===== src/sv/erf_pkg.sv =====
// Shared types and constants for the event acceptance ray filter.
`default_nettype none
package erf_pkg;

  typedef struct packed {
    logic signed [19:0] pos_x;
    logic signed [19:0] pos_y;
    logic signed [19:0] pos_z;
    logic signed [23:0] mom_x;
    logic signed [23:0] mom_y;
    logic signed [23:0] mom_z;
    logic        [23:0] energy;
    logic               is_final;
    logic               event_last;
  } erf_in_t;

  typedef struct packed {
    logic       keep_event;
    logic [1:0] hit_face;
  } erf_out_t;

  typedef struct packed {
    logic        [23:0] energy_min;
    logic signed [19:0] x_min;
    logic signed [19:0] x_max;
    logic signed [19:0] y_min;
    logic signed [19:0] y_max;
    logic signed [19:0] z_front;
    logic signed [19:0] z_back;
  } erf_cfg_t;

  typedef struct packed {
    logic vld;
    logic second;
    logic want_pos;
    logic den_neg;
  } mac_op_t;

  typedef struct packed {
    logic vld;
    logic ok;
  } mac_res_t;

  localparam int unsigned AddrW = 5;

  localparam logic [2:0] RegEnergyMin = 3'd0;
  localparam logic [2:0] RegXMin      = 3'd1;
  localparam logic [2:0] RegXMax      = 3'd2;
  localparam logic [2:0] RegYMin      = 3'd3;
  localparam logic [2:0] RegYMax      = 3'd4;
  localparam logic [2:0] RegZFront    = 3'd5;
  localparam logic [2:0] RegZBack     = 3'd6;

  localparam logic [1:0] FaceNone  = 2'd0;
  localparam logic [1:0] FaceFront = 2'd1;
  localparam logic [1:0] FaceSide  = 2'd2;

  localparam logic [23:0] EnergyMinRst = 24'd1000;
  localparam logic [4:0]  NumSteps     = 5'd16;
  localparam logic [3:0]  NumTests     = 4'd8;

endpackage
`default_nettype wire


===== src/sv/erf_regs.sv =====
// APB-style configuration register bank for the ray filter.
`default_nettype none
module erf_regs
  import erf_pkg::*;
(
  input  wire logic             clk,
  input  wire logic             rst_n,
  input  wire logic             psel,
  input  wire logic             penable,
  input  wire logic             pwrite,
  input  wire logic [AddrW-1:0] paddr,
  input  wire logic [31:0]      pwdata,
  output logic      [31:0]      prdata,
  output erf_cfg_t              cfg
);

  erf_cfg_t   cfg_r, cfg_nxt;
  logic [2:0] idx;
  logic       wr;

  assign idx = paddr[4:2];
  assign wr  = psel & penable & pwrite;
  assign cfg = cfg_r;

  always_comb begin
    cfg_nxt = cfg_r;
    if (wr) begin
      unique case (idx)
        RegEnergyMin: cfg_nxt.energy_min = pwdata[23:0];
        RegXMin:      cfg_nxt.x_min      = pwdata[19:0];
        RegXMax:      cfg_nxt.x_max      = pwdata[19:0];
        RegYMin:      cfg_nxt.y_min      = pwdata[19:0];
        RegYMax:      cfg_nxt.y_max      = pwdata[19:0];
        RegZFront:    cfg_nxt.z_front    = pwdata[19:0];
        RegZBack:     cfg_nxt.z_back     = pwdata[19:0];
        default:      cfg_nxt = cfg_r;
      endcase
    end
  end

  always_comb begin
    unique case (idx)
      RegEnergyMin: prdata = {8'd0, cfg_r.energy_min};
      RegXMin:      prdata = {12'd0, cfg_r.x_min};
      RegXMax:      prdata = {12'd0, cfg_r.x_max};
      RegYMin:      prdata = {12'd0, cfg_r.y_min};
      RegYMax:      prdata = {12'd0, cfg_r.y_max};
      RegZFront:    prdata = {12'd0, cfg_r.z_front};
      RegZBack:     prdata = {12'd0, cfg_r.z_back};
      default:      prdata = 32'd0;
    endcase
  end

  always_ff @(posedge clk) begin
    if (!rst_n) begin
      cfg_r            <= '0;
      cfg_r.energy_min <= EnergyMinRst;
    end else begin
      cfg_r <= cfg_nxt;
    end
  end

endmodule
`default_nettype wire


===== src/sv/erf_mac.sv =====
// Shared multiply-accumulate unit with strict sign test against a divisor sign.
`default_nettype none
module erf_mac
  import erf_pkg::*;
(
  input  wire logic               clk,
  input  wire logic               rst_n,
  input  wire mac_op_t            op,
  input  wire logic signed [20:0] op_a,
  input  wire logic signed [23:0] op_b,
  output mac_res_t                res
);

  logic signed [44:0] prod_r, acc_r;
  mac_op_t            ctl_r;
  mac_res_t           res_r;
  logic signed [46:0] sum;
  logic               num_pos, num_neg, ok;

  assign sum     = {{2{acc_r[44]}}, acc_r} + {{2{prod_r[44]}}, prod_r};
  assign num_neg = sum[46];
  assign num_pos = !sum[46] && (sum != '0);
  assign ok      = ctl_r.want_pos ? (ctl_r.den_neg ? num_neg : num_pos)
                                  : (ctl_r.den_neg ? num_pos : num_neg);
  assign res     = res_r;

  always_ff @(posedge clk) begin
    prod_r <= op_a * op_b;
    if (ctl_r.vld && !ctl_r.second) acc_r <= prod_r;
  end

  always_ff @(posedge clk) begin
    if (!rst_n) begin
      ctl_r <= '0;
      res_r <= '0;
    end else begin
      ctl_r     <= op;
      res_r.vld <= ctl_r.vld && ctl_r.second;
      res_r.ok  <= ok;
    end
  end

endmodule
`default_nettype wire


===== src/sv/event_acceptance_ray_filter.sv =====
// Event acceptance ray filter: top level with sequencer, event state and ports.
//
// Usage: particles of an event arrive one transaction at a time on the in_
// channel (valid/ready). Each particle runs sixteen steps through one shared
// 21x24 multiply-accumulate unit, which forms eight exact cross-multiplied
// bound tests (four for the front plane, four for the side plane at x_min).
// in_ready is high only while the block is idle, so the next particle is
// accepted only once the last one has passed the sixteen issue steps of the
// multiplier, its two register stages, the count of the last test, the
// finish state and the idle state.
// On a particle marked event_last one result transaction (keep_event,
// hit_face) is loaded into the out_ register in the finish state; other
// particles give no result. If a result is still waiting when the next one
// is ready, the block holds until out_ready takes the old one. The user
// must write the registers over the cfg_ APB port only while the block is
// idle; the block does not enforce it. Synchronous reset clears the event
// state and out_valid, and sets energy_min to 1000 and all bounds to zero.
`default_nettype none
module event_acceptance_ray_filter
  import erf_pkg::*;
(
  input  wire logic             clk,
  input  wire logic             rst_n,
  input  wire logic             in_valid,
  output logic                  in_ready,
  input  wire erf_in_t          in_data,
  output logic                  out_valid,
  input  wire logic             out_ready,
  output erf_out_t              out_data,
  input  wire logic             cfg_psel,
  input  wire logic             cfg_penable,
  input  wire logic             cfg_pwrite,
  input  wire logic [AddrW-1:0] cfg_paddr,
  input  wire logic [31:0]      cfg_pwdata,
  output logic      [31:0]      cfg_prdata,
  output logic                  cfg_pready
);

  typedef enum logic [2:0] {
    ST_IDLE = 3'b001,
    ST_CALC = 3'b010,
    ST_FIN  = 3'b100
  } state_t;

  state_t             state_r, state_nxt;
  erf_in_t            item_r;
  erf_cfg_t           cfg;
  logic [4:0]         cnt_r;
  logic [3:0]         res_cnt_r;
  logic [7:0]         tests_r;
  logic               event_hit_r;
  logic [1:0]         first_face_r;
  logic               out_valid_r;
  erf_out_t           out_data_r;
  mac_op_t            op;
  mac_res_t           res;
  logic signed [20:0] op_a, dz, dx;
  logic signed [23:0] op_b;
  logic [2:0]         tst;
  logic               cand, front, side;
  logic [1:0]         face;
  logic               hit_new;
  logic [1:0]         face_new;
  logic               can_load;

  erf_regs u_regs (
    .clk     (clk),
    .rst_n   (rst_n),
    .psel    (cfg_psel),
    .penable (cfg_penable),
    .pwrite  (cfg_pwrite),
    .paddr   (cfg_paddr),
    .pwdata  (cfg_pwdata),
    .prdata  (cfg_prdata),
    .cfg     (cfg)
  );

  assign cfg_pready = 1'b1;

  function automatic logic signed [20:0] sdiff(logic signed [19:0] a, logic signed [19:0] b);
    sdiff = {a[19], a} - {b[19], b};
  endfunction

  assign tst = cnt_r[3:1];
  assign dz  = sdiff(cfg.z_front, item_r.pos_z);
  assign dx  = sdiff(cfg.x_min, item_r.pos_x);

  always_comb begin
    op_a = dz;
    op_b = item_r.mom_z;
    if (!cnt_r[0]) begin
      unique case (tst)
        3'd0: op_a = sdiff(item_r.pos_x, cfg.x_min);
        3'd1: op_a = sdiff(item_r.pos_x, cfg.x_max);
        3'd2: op_a = sdiff(item_r.pos_y, cfg.y_min);
        3'd3: op_a = sdiff(item_r.pos_y, cfg.y_max);
        3'd4: op_a = sdiff(item_r.pos_y, cfg.y_min);
        3'd5: op_a = sdiff(item_r.pos_y, cfg.y_max);
        3'd6: op_a = sdiff(item_r.pos_z, cfg.z_front);
        default: op_a = sdiff(item_r.pos_z, cfg.z_back);
      endcase
      op_b = tst[2] ? item_r.mom_x : item_r.mom_z;
    end else begin
      op_a = tst[2] ? dx : dz;
      unique case (tst[2:1])
        2'd0:    op_b = item_r.mom_x;
        2'd3:    op_b = item_r.mom_z;
        default: op_b = item_r.mom_y;
      endcase
    end
    op.vld      = (state_r == ST_CALC) && !cnt_r[4];
    op.second   = cnt_r[0];
    op.want_pos = !tst[0];
    op.den_neg  = tst[2] ? item_r.mom_x[23] : item_r.mom_z[23];
  end

  erf_mac u_mac (
    .clk   (clk),
    .rst_n (rst_n),
    .op    (op),
    .op_a  (op_a),
    .op_b  (op_b),
    .res   (res)
  );

  assign cand  = item_r.is_final && (item_r.energy > cfg.energy_min)
                 && !item_r.mom_z[23] && (item_r.mom_z != '0);
  assign front = &tests_r[3:0];
  assign side  = (item_r.mom_x != '0) && (&tests_r[7:4]);

  always_comb begin
    priority if (!cand) face = FaceNone;
    else if (front)     face = FaceFront;
    else if (side)      face = FaceSide;
    else                face = FaceNone;
  end

  assign hit_new  = event_hit_r || (face != FaceNone);
  assign face_new = event_hit_r ? first_face_r : face;
  assign can_load = !out_valid_r || out_ready;

  always_comb begin
    state_nxt = state_r;
    unique case (state_r)
      ST_IDLE: if (in_valid) state_nxt = ST_CALC;
      ST_CALC: if (res_cnt_r == NumTests) state_nxt = ST_FIN;
      ST_FIN:  if (!item_r.event_last || can_load) state_nxt = ST_IDLE;
      default: state_nxt = ST_IDLE;
    endcase
  end

  assign in_ready  = (state_r == ST_IDLE);
  assign out_valid = out_valid_r;
  assign out_data  = out_data_r;

  always_ff @(posedge clk) begin
    if (in_valid && in_ready) item_r <= in_data;
    if (res.vld) tests_r <= {res.ok, tests_r[7:1]};
    if (state_r == ST_FIN && item_r.event_last && can_load) begin
      out_data_r.keep_event <= hit_new;
      out_data_r.hit_face   <= face_new;
    end
  end

  always_ff @(posedge clk) begin
    if (!rst_n) begin
      state_r      <= ST_IDLE;
      cnt_r        <= '0;
      res_cnt_r    <= '0;
      event_hit_r  <= 1'b0;
      first_face_r <= FaceNone;
      out_valid_r  <= 1'b0;
    end else begin
      state_r <= state_nxt;
      if (in_valid && in_ready) begin
        cnt_r     <= '0;
        res_cnt_r <= '0;
      end else begin
        if (op.vld) cnt_r <= cnt_r + 5'd1;
        if (res.vld) res_cnt_r <= res_cnt_r + 4'd1;
      end
      if (out_valid_r && out_ready) out_valid_r <= 1'b0;
      if (state_r == ST_FIN) begin
        if (!item_r.event_last) begin
          event_hit_r  <= hit_new;
          first_face_r <= face_new;
        end else if (can_load) begin
          out_valid_r  <= 1'b1;
          event_hit_r  <= 1'b0;
          first_face_r <= FaceNone;
        end
      end
    end
  end

  a_face_code: assert property (@(posedge clk) disable iff (!rst_n)
    out_valid |-> (out_data.hit_face != 2'd3))
    else $error("invalid hit_face code");

  a_keep_face: assert property (@(posedge clk) disable iff (!rst_n)
    out_valid |-> (out_data.keep_event == (out_data.hit_face != FaceNone)))
    else $error("keep_event disagrees with hit_face");

  a_busy_after_accept: assert property (@(posedge clk) disable iff (!rst_n)
    (in_valid && in_ready) |=> !in_ready)
    else $error("accepted a transaction while busy");

  a_step_bound: assert property (@(posedge clk) disable iff (!rst_n)
    (cnt_r <= NumSteps) && (res_cnt_r <= NumTests))
    else $error("sequencer count overrun");

endmodule
`default_nettype wire

===== config.mk =====
export PLATFORM = sky130hd
export DESIGN_NAME = event_acceptance_ray_filter
export DESIGN_NICKNAME = d
export VERILOG_FILES = /design/src/sv/erf_pkg.sv /design/src/sv/erf_regs.sv /design/src/sv/erf_mac.sv /design/src/sv/event_acceptance_ray_filter.sv
export SDC_FILE = /design/constraint.sdc
export NUM_CORES = 2
export LEC_CHECK = 0
export BUFFER_PORTS_ARGS = -buffer_cell sky130_fd_sc_hd__buf_2
export CORE_MARGIN = 5
export CORE_UTILIZATION = 60
export CTS_CLUSTER_DIAMETER = 60
export DETAILED_ROUTE_END_ITERATION = 6
export PLACE_DENSITY = 0.79
export SKIP_LAST_GASP = 1
export SYNTH_ARGS = -nofsm -noshare
export SYNTH_HDL_FRONTEND = slang
export SYNTH_HIERARCHICAL = 1
export SYNTH_SLANG_ARGS = --single-unit

===== constraint.sdc =====
create_clock -name clk -period 12.95 [get_ports clk]
set_input_delay 0.6475 -clock clk [delete_from_list [all_inputs] [get_ports clk]]
set_output_delay 0.6475 -clock clk [all_outputs]
set_load 0.005 [all_outputs]

-- Word-level counts from Yosys, hierarchy flattened
Cells that the tools add are included.
- bits in registers: 425
- logic and storage cells: 140
- input port bits: 202
- bitwise operators: 3
- multipliers: 1
- equal/unequal tests: 21
- muxes and demuxes: 27
- reductions and logical operators: 43
- order comparisons: 1
- add/sub/neg operators: 11
- operators by type and width (cell ; number):
    24-bit one-hot mux with 7 select lines ; 1
    20-bit by 20-bit subtractor with 21-bit output ; 8
    21-bit one-hot mux with 5 select lines ; 1
    24-bit two-way mux ; 2
    24-bit one-hot mux with 2 select lines ; 1
    24-bit nonzero test ; 2
    47-bit nonzero test ; 1
    45-bit by 45-bit adder with 46-bit output ; 1
    21-bit by 24-bit multiplier with 45-bit output ; 1
    21-bit two-way mux ; 2
    24-bit > comparator ; 1
    3-bit == test, second input constant ; 7
    2-bit AND reduction ; 8
    3-bit by 2-bit == test with 1-bit output, second input constant ; 5
    1-bit logical AND ; 12
    2-bit two-way mux ; 6
    1-bit two-way mux ; 10
    3-bit by 1-bit == test with 1-bit output, second input constant ; 3
    3-bit two-way mux ; 3
    3-bit one-hot mux with 3 select lines ; 1
    4-bit AND reduction ; 2
    1-bit zero test ; 7
    3-bit zero test ; 2
    2-bit OR reduction ; 3
    other kinds (12) ; 17

-- Longest topological paths before layout
- depth in word-level cells: 8
- depth in mapped cells: 47
- depth with buffers taken out: 45

-- Cells and area by module
Netlist, hierarchy kept.
- by module, submodules not included (module ; area an instance (µm²) ; times used ; cells an instance):
    erf_mac ; 23566.4 ; 1 ; 2596
    event_acceptance_ray_filter ; 13540.5 ; 1 ; 1322
    erf_regs ; 6640.1 ; 1 ; 665

-- Worst setup path after synthesis
No wires, ideal clock.
- kind: register to register
- start point: reg cnt_r[3]
- end point: reg u_mac.prod_r[43]
- path slack: 2487 ps
- buffers on the path: 3
- cell stages (with the launch flop): 43
- clock period less this slack: 10463 ps
- arrival time: 10345 ps
- cell sequence: dfxtp_1 > clkbuf_1 > xor2_1 > nand2_1 > clkbuf_1 > mux2_2 > ha_1 > fa_1 > nor2b_1 > o31a_1 > o211a_1 > nor3_2 > o41ai_4 > xor2_1 > a221oi_1 > nor3_1 > clkbuf_1 > nand2_1 > (+7 left out) > fa_1 > fa_1 > inv_1 > fa_1 > inv_1 > ha_1 > and3_1 > o211ai_1 > and3_1 > o31ai_1 > a21boi_0 > a31oi_1 > o2111ai_1 > a31oi_1 > o31ai_1 > a21o_1 > a21oi_1 > xnor2_1
- cells in the longest elaborated chain, start to end: 5
- RTL lines (item ; line ; RTL):
    start: declaration ; event_acceptance_ray_filter.sv:48 ; logic [4:0] cnt_r;
    start signal: assignment ; event_acceptance_ray_filter.sv:179 ; if (op.vld) cnt_r <= cnt_r + 5'd1;
    3-bit == test / 3-bit by 2-bit == test with 1-bit output (equally long branches) ; event_acceptance_ray_filter.sv:92 ; unique case (tst)
    2-bit OR reduction (no source line) ; - ;
    21-bit one-hot mux with 5 select lines ; event_acceptance_ray_filter.sv:92 ;
    21-bit two-way mux * ; event_acceptance_ray_filter.sv:91 ; if (!cnt_r[0]) begin
    net op_a[14] ; event_acceptance_ray_filter.sv:57 ; logic signed [20:0] op_a, dz, dx;
    21-bit by 24-bit multiplier with 45-bit output * ; erf_mac.sv:28 ; prod_r <= op_a * op_b;
    end signal: assignment ; erf_mac.sv:28 ;
    end: declaration ; erf_mac.sv:14 ; logic signed [44:0] prod_r, acc_r;
Mark *: on every way through the listed nets, which the timed path passes. The rest lies on a longest branch.
A chain may end at the register's enable or synchronous reset.

-- Worst setup path after layout
- start point: reg cnt_r[1]
- end point: reg u_mac.prod_r[43]
- cells in the longest elaborated chain, start to end: 5
- RTL lines (item ; line):
    3-bit == test / 3-bit by 2-bit == test with 1-bit output (equally long branches) ; event_acceptance_ray_filter.sv:92
    2-bit OR reduction (no source line) ; -
    21-bit one-hot mux with 5 select lines * ; event_acceptance_ray_filter.sv:92
    21-bit two-way mux * ; event_acceptance_ray_filter.sv:91
    net op_a[20] ; event_acceptance_ray_filter.sv:57
    21-bit by 24-bit multiplier with 45-bit output * ; erf_mac.sv:28
Marks and branches as above.

==> metrics.md <==
| Metric | Value |
|---|---|
| CTS tree | `yes` |
| Via count | `33,636` |
| Largest cells by area after synthesis | `fa_1 24%, edfxtp_1 15%, dfxtp_1 9.7%` |
| Yosys reg bits | `425` |
| Resized Gates After CTS | `0` |
| Clock sink count | `425` |
| Final Cycle Share | `92.51%` |
| Gr ovfl total | `0` |
| Data required time of the worst path | `13.43 ns` |
| Post-Synthesis Cells | `4,583` |
| Hold Vio Cnt, Final | `0` |
| Initial antenna violation count | `3` |
| Synth warn | `6` |
| DRT antenna net count | `0` |
| Placed insts | `5,627` |
| Dominant synthesized flop cell | `edfxtp_1` |
| CP max stage delay | `0.74 ns` |
| Min Hold Slack | `0.1826 ns` |
| Starting Density | `60.27%` |
| Synth cell count leaders | `750 x inv_1, 567 x nand2_1, 522 x fa_1` |
| Slew HR | `23.57%` |
| CP most frequent cell | `fa_1` |
| Final Critical Period | `11.98 ns` |
| Area delta synth->final | `8.503%` |
| Worst path arrival time | `12.46 ns` |
| Layout cells sized above 1 | `10.00%` |
| Root Driver | `clkbuf_16` |
| Row Count | `99` |
| Worst-path clk slew | `0.07 ns` |
| First-pass detailed-route iteration total | `6` |
| Status | `completed` |
| Largest area contributor in the netlist | `fa_1` |
| Yosys top cell area share | `23.89%` |
| Post-synth EDFFs | `214` |
| Setup TNS Final | `0 ns` |
| Maximum net fanout on the critical path | `16` |
| Max Fclk | `0.08347 GHz` |
| DRC Markers | `0` |
| Area of the mapped netlist | `43,750 um2` |
| CP top delay family | `compound AO/OA/AOI/OAI gates` |
| Slowest CP cell | `a2bb2oi_1` |
| Die width | `280.0 um` |
| Avg Inst Size Synth | `9.545 um2` |
| DR WL/cell | `20.15 um` |
| Non-Filler Instances | `5,719` |
| Vias in the first global route | `35,671` |
| Placer Congestion | `0.9211` |
| Worst setup SP type | `flop` |
| Die ar. | `78,410 um2` |
| Synth cell types | `100` |
| Finish-stage setup viols | `0` |
| Area of the core | `72,590 um2` |
| Max-slew violations | `0` |
| Clock latency on the worst-skew pair | `0.64 ns` |
| PortBufs | `220` |
| WL final | `115,200 um` |
| Post-route setup slack | `0.9696 ns` |
| Worst Skew | `0.06217 ns` |
| Most frequent cell after synthesis | `inv_1` |
| Ys async rst share | `0%` |
| Die height | `280.0 um` |
| # H-tree levels | `2` |
| CP Class | `flop to flop` |
| Avg Vias per Cell | `5.881` |
| CP Capture Type | `flop` |
| Total of max-cap violations | `0` |
| Gr usage total | `29.39%` |
| First-pass GRT wire length | `185,700 um` |
| Max Buffers Root-to-Sink | `3` |
| Worst slack at placement | `1.136 ns` |
| Worst Hold Class | `input port to flop` |
| RSZ-0062 raised after global routing | `no` |
| Sequential fraction of the synthesis area | `24.35%` |
| # Post-CTS Setup Buffers | `0` |
| Detail Placement HPWL | `90,480 um` |
| Fillcell total | `5,762` |
| Buffers plus inverters on the worst setup path | `5` |
| Worst-margin pin slew | `1.146 ns` |
| # hold bufs at CTS | `0` |
| CTS Buf Count | `48` |
| Layout Nets | `5,734` |
| I/O Pins | `240` |
| First DRT Iteration DRCs | `2,759` |
| Pin count of the biggest net entering global routing | `118` |
sequential cells by signal, summed over array words and instances (netlist names):
register	count
item_r	158
u_regs/cfg	144
u_mac/acc_r	45
u_mac/prod_r	45
tests_r	8
cnt_r	5
res_cnt_r	4
u_mac/ctl_r	4
out_data	3
state_r	3
first_face_r	2
u_mac/res	2
event_hit_r	1
out_valid	1
routing by layer:
layer,GRT usage [%],wire length (um),share of wire [%]
met1,36.93,44970,39
met4,11.57,4822,4.2
met3,4.701,8500,7.4
met5,0,0,0
met2,51.19,56930,49
worst reg2reg max path, delay by kind of cell, from the launching register on:
kind / cells / cell delay, ns
multiplexers: 1 / 0.25
flip-flops: 1 / 0.40
AO/OA/AOI/OAI: 17 / 4.51
adder cells (fa/ha/maj): 9 / 4.24
buffers and inverters: 5 / 1.08
XOR/XNOR: 1 / 0.12
AND/OR/NAND/NOR: 4 / 1.26
layout by cell type (no fill, tap or decap), drive strengths merged, types with 32 or more instances in the layout:
cell	Yosys	routed
nand3	40	40
o21ai	136	136
ha	292	292
nand2b	43	43
and2	221	221
buf	53	291
mux2i	279	279
nand2	567	567
nand4	32	32
fa	522	522
nor2	148	148
nor2b	37	37
o21a	39	39
o211ai	40	40
dfxtp	211	211
a21o	77	77
xnor2	101	101
edfxtp	214	214
inv	750	758
xor2	50	50
clkbuf	160	62
a21oi	157	157
nor3	43	43
area by class of cell:
type	count	area [um2]	share of cell area (%)
antenna	2	5.005	0.01054
clock buffer	62	1368	2.881
clock inverter	28	302.8	0.6379
inverter	752	2828	5.957
multi-input combinational	3200	29470	62.08
sequential	425	10650	22.44
tap	959	1200	2.528
timing repair buffer	291	1643	3.461
per-stage QoR:
stage / util [%] / instance area (um2)
3_3_place_gp: 63.08 / 45790
3_5_place_dp: 63.08 / 45790
5_1_grt: 65.39 / 47460
2_1_floorplan: - / 43770
4_1_cts: 65.39 / 47460
6_report: 65.39 / 47470
cells by family (layout without fill, tap and decap cells):
family / count (synthesis) / count (layout) / share of synthesized area, %
other: 2 / 11 / 0.01717
xor gates and xnor gates: 151 / 151 / 3.023
buffers and inverters: 965 / 1133 / 8.629
muxes: 291 / 291 / 6.693
DFF: 425 / 425 / 24.35
AOI/OAI and AO/OA: 717 / 717 / 11.71
and+or+nand+nor: 1218 / 1218 / 13.34
adders and majority gates: 814 / 814 / 32.24
final timing paths:
check        cells past startpoint  slack [ns]                   endpoint                startpoint
min reg2reg                      0        0.44  u_mac/acc_r[24]$_DFFE_PP_  u_mac/prod_r[24]$_DFF_P_
min                              1        0.18      item_r[141]$_DFFE_PP_              in_data[141]
max                             37        0.97   u_mac/prod_r[43]$_DFF_P_     cnt_r[1]$_SDFFE_PP0P_
max reg2reg                     37        0.97   u_mac/prod_r[43]$_DFF_P_     cnt_r[1]$_SDFFE_PP0P_
Power is not shown: default switching activity piles up to over one toggle a cycle in this logic, so the estimate is an artifact.
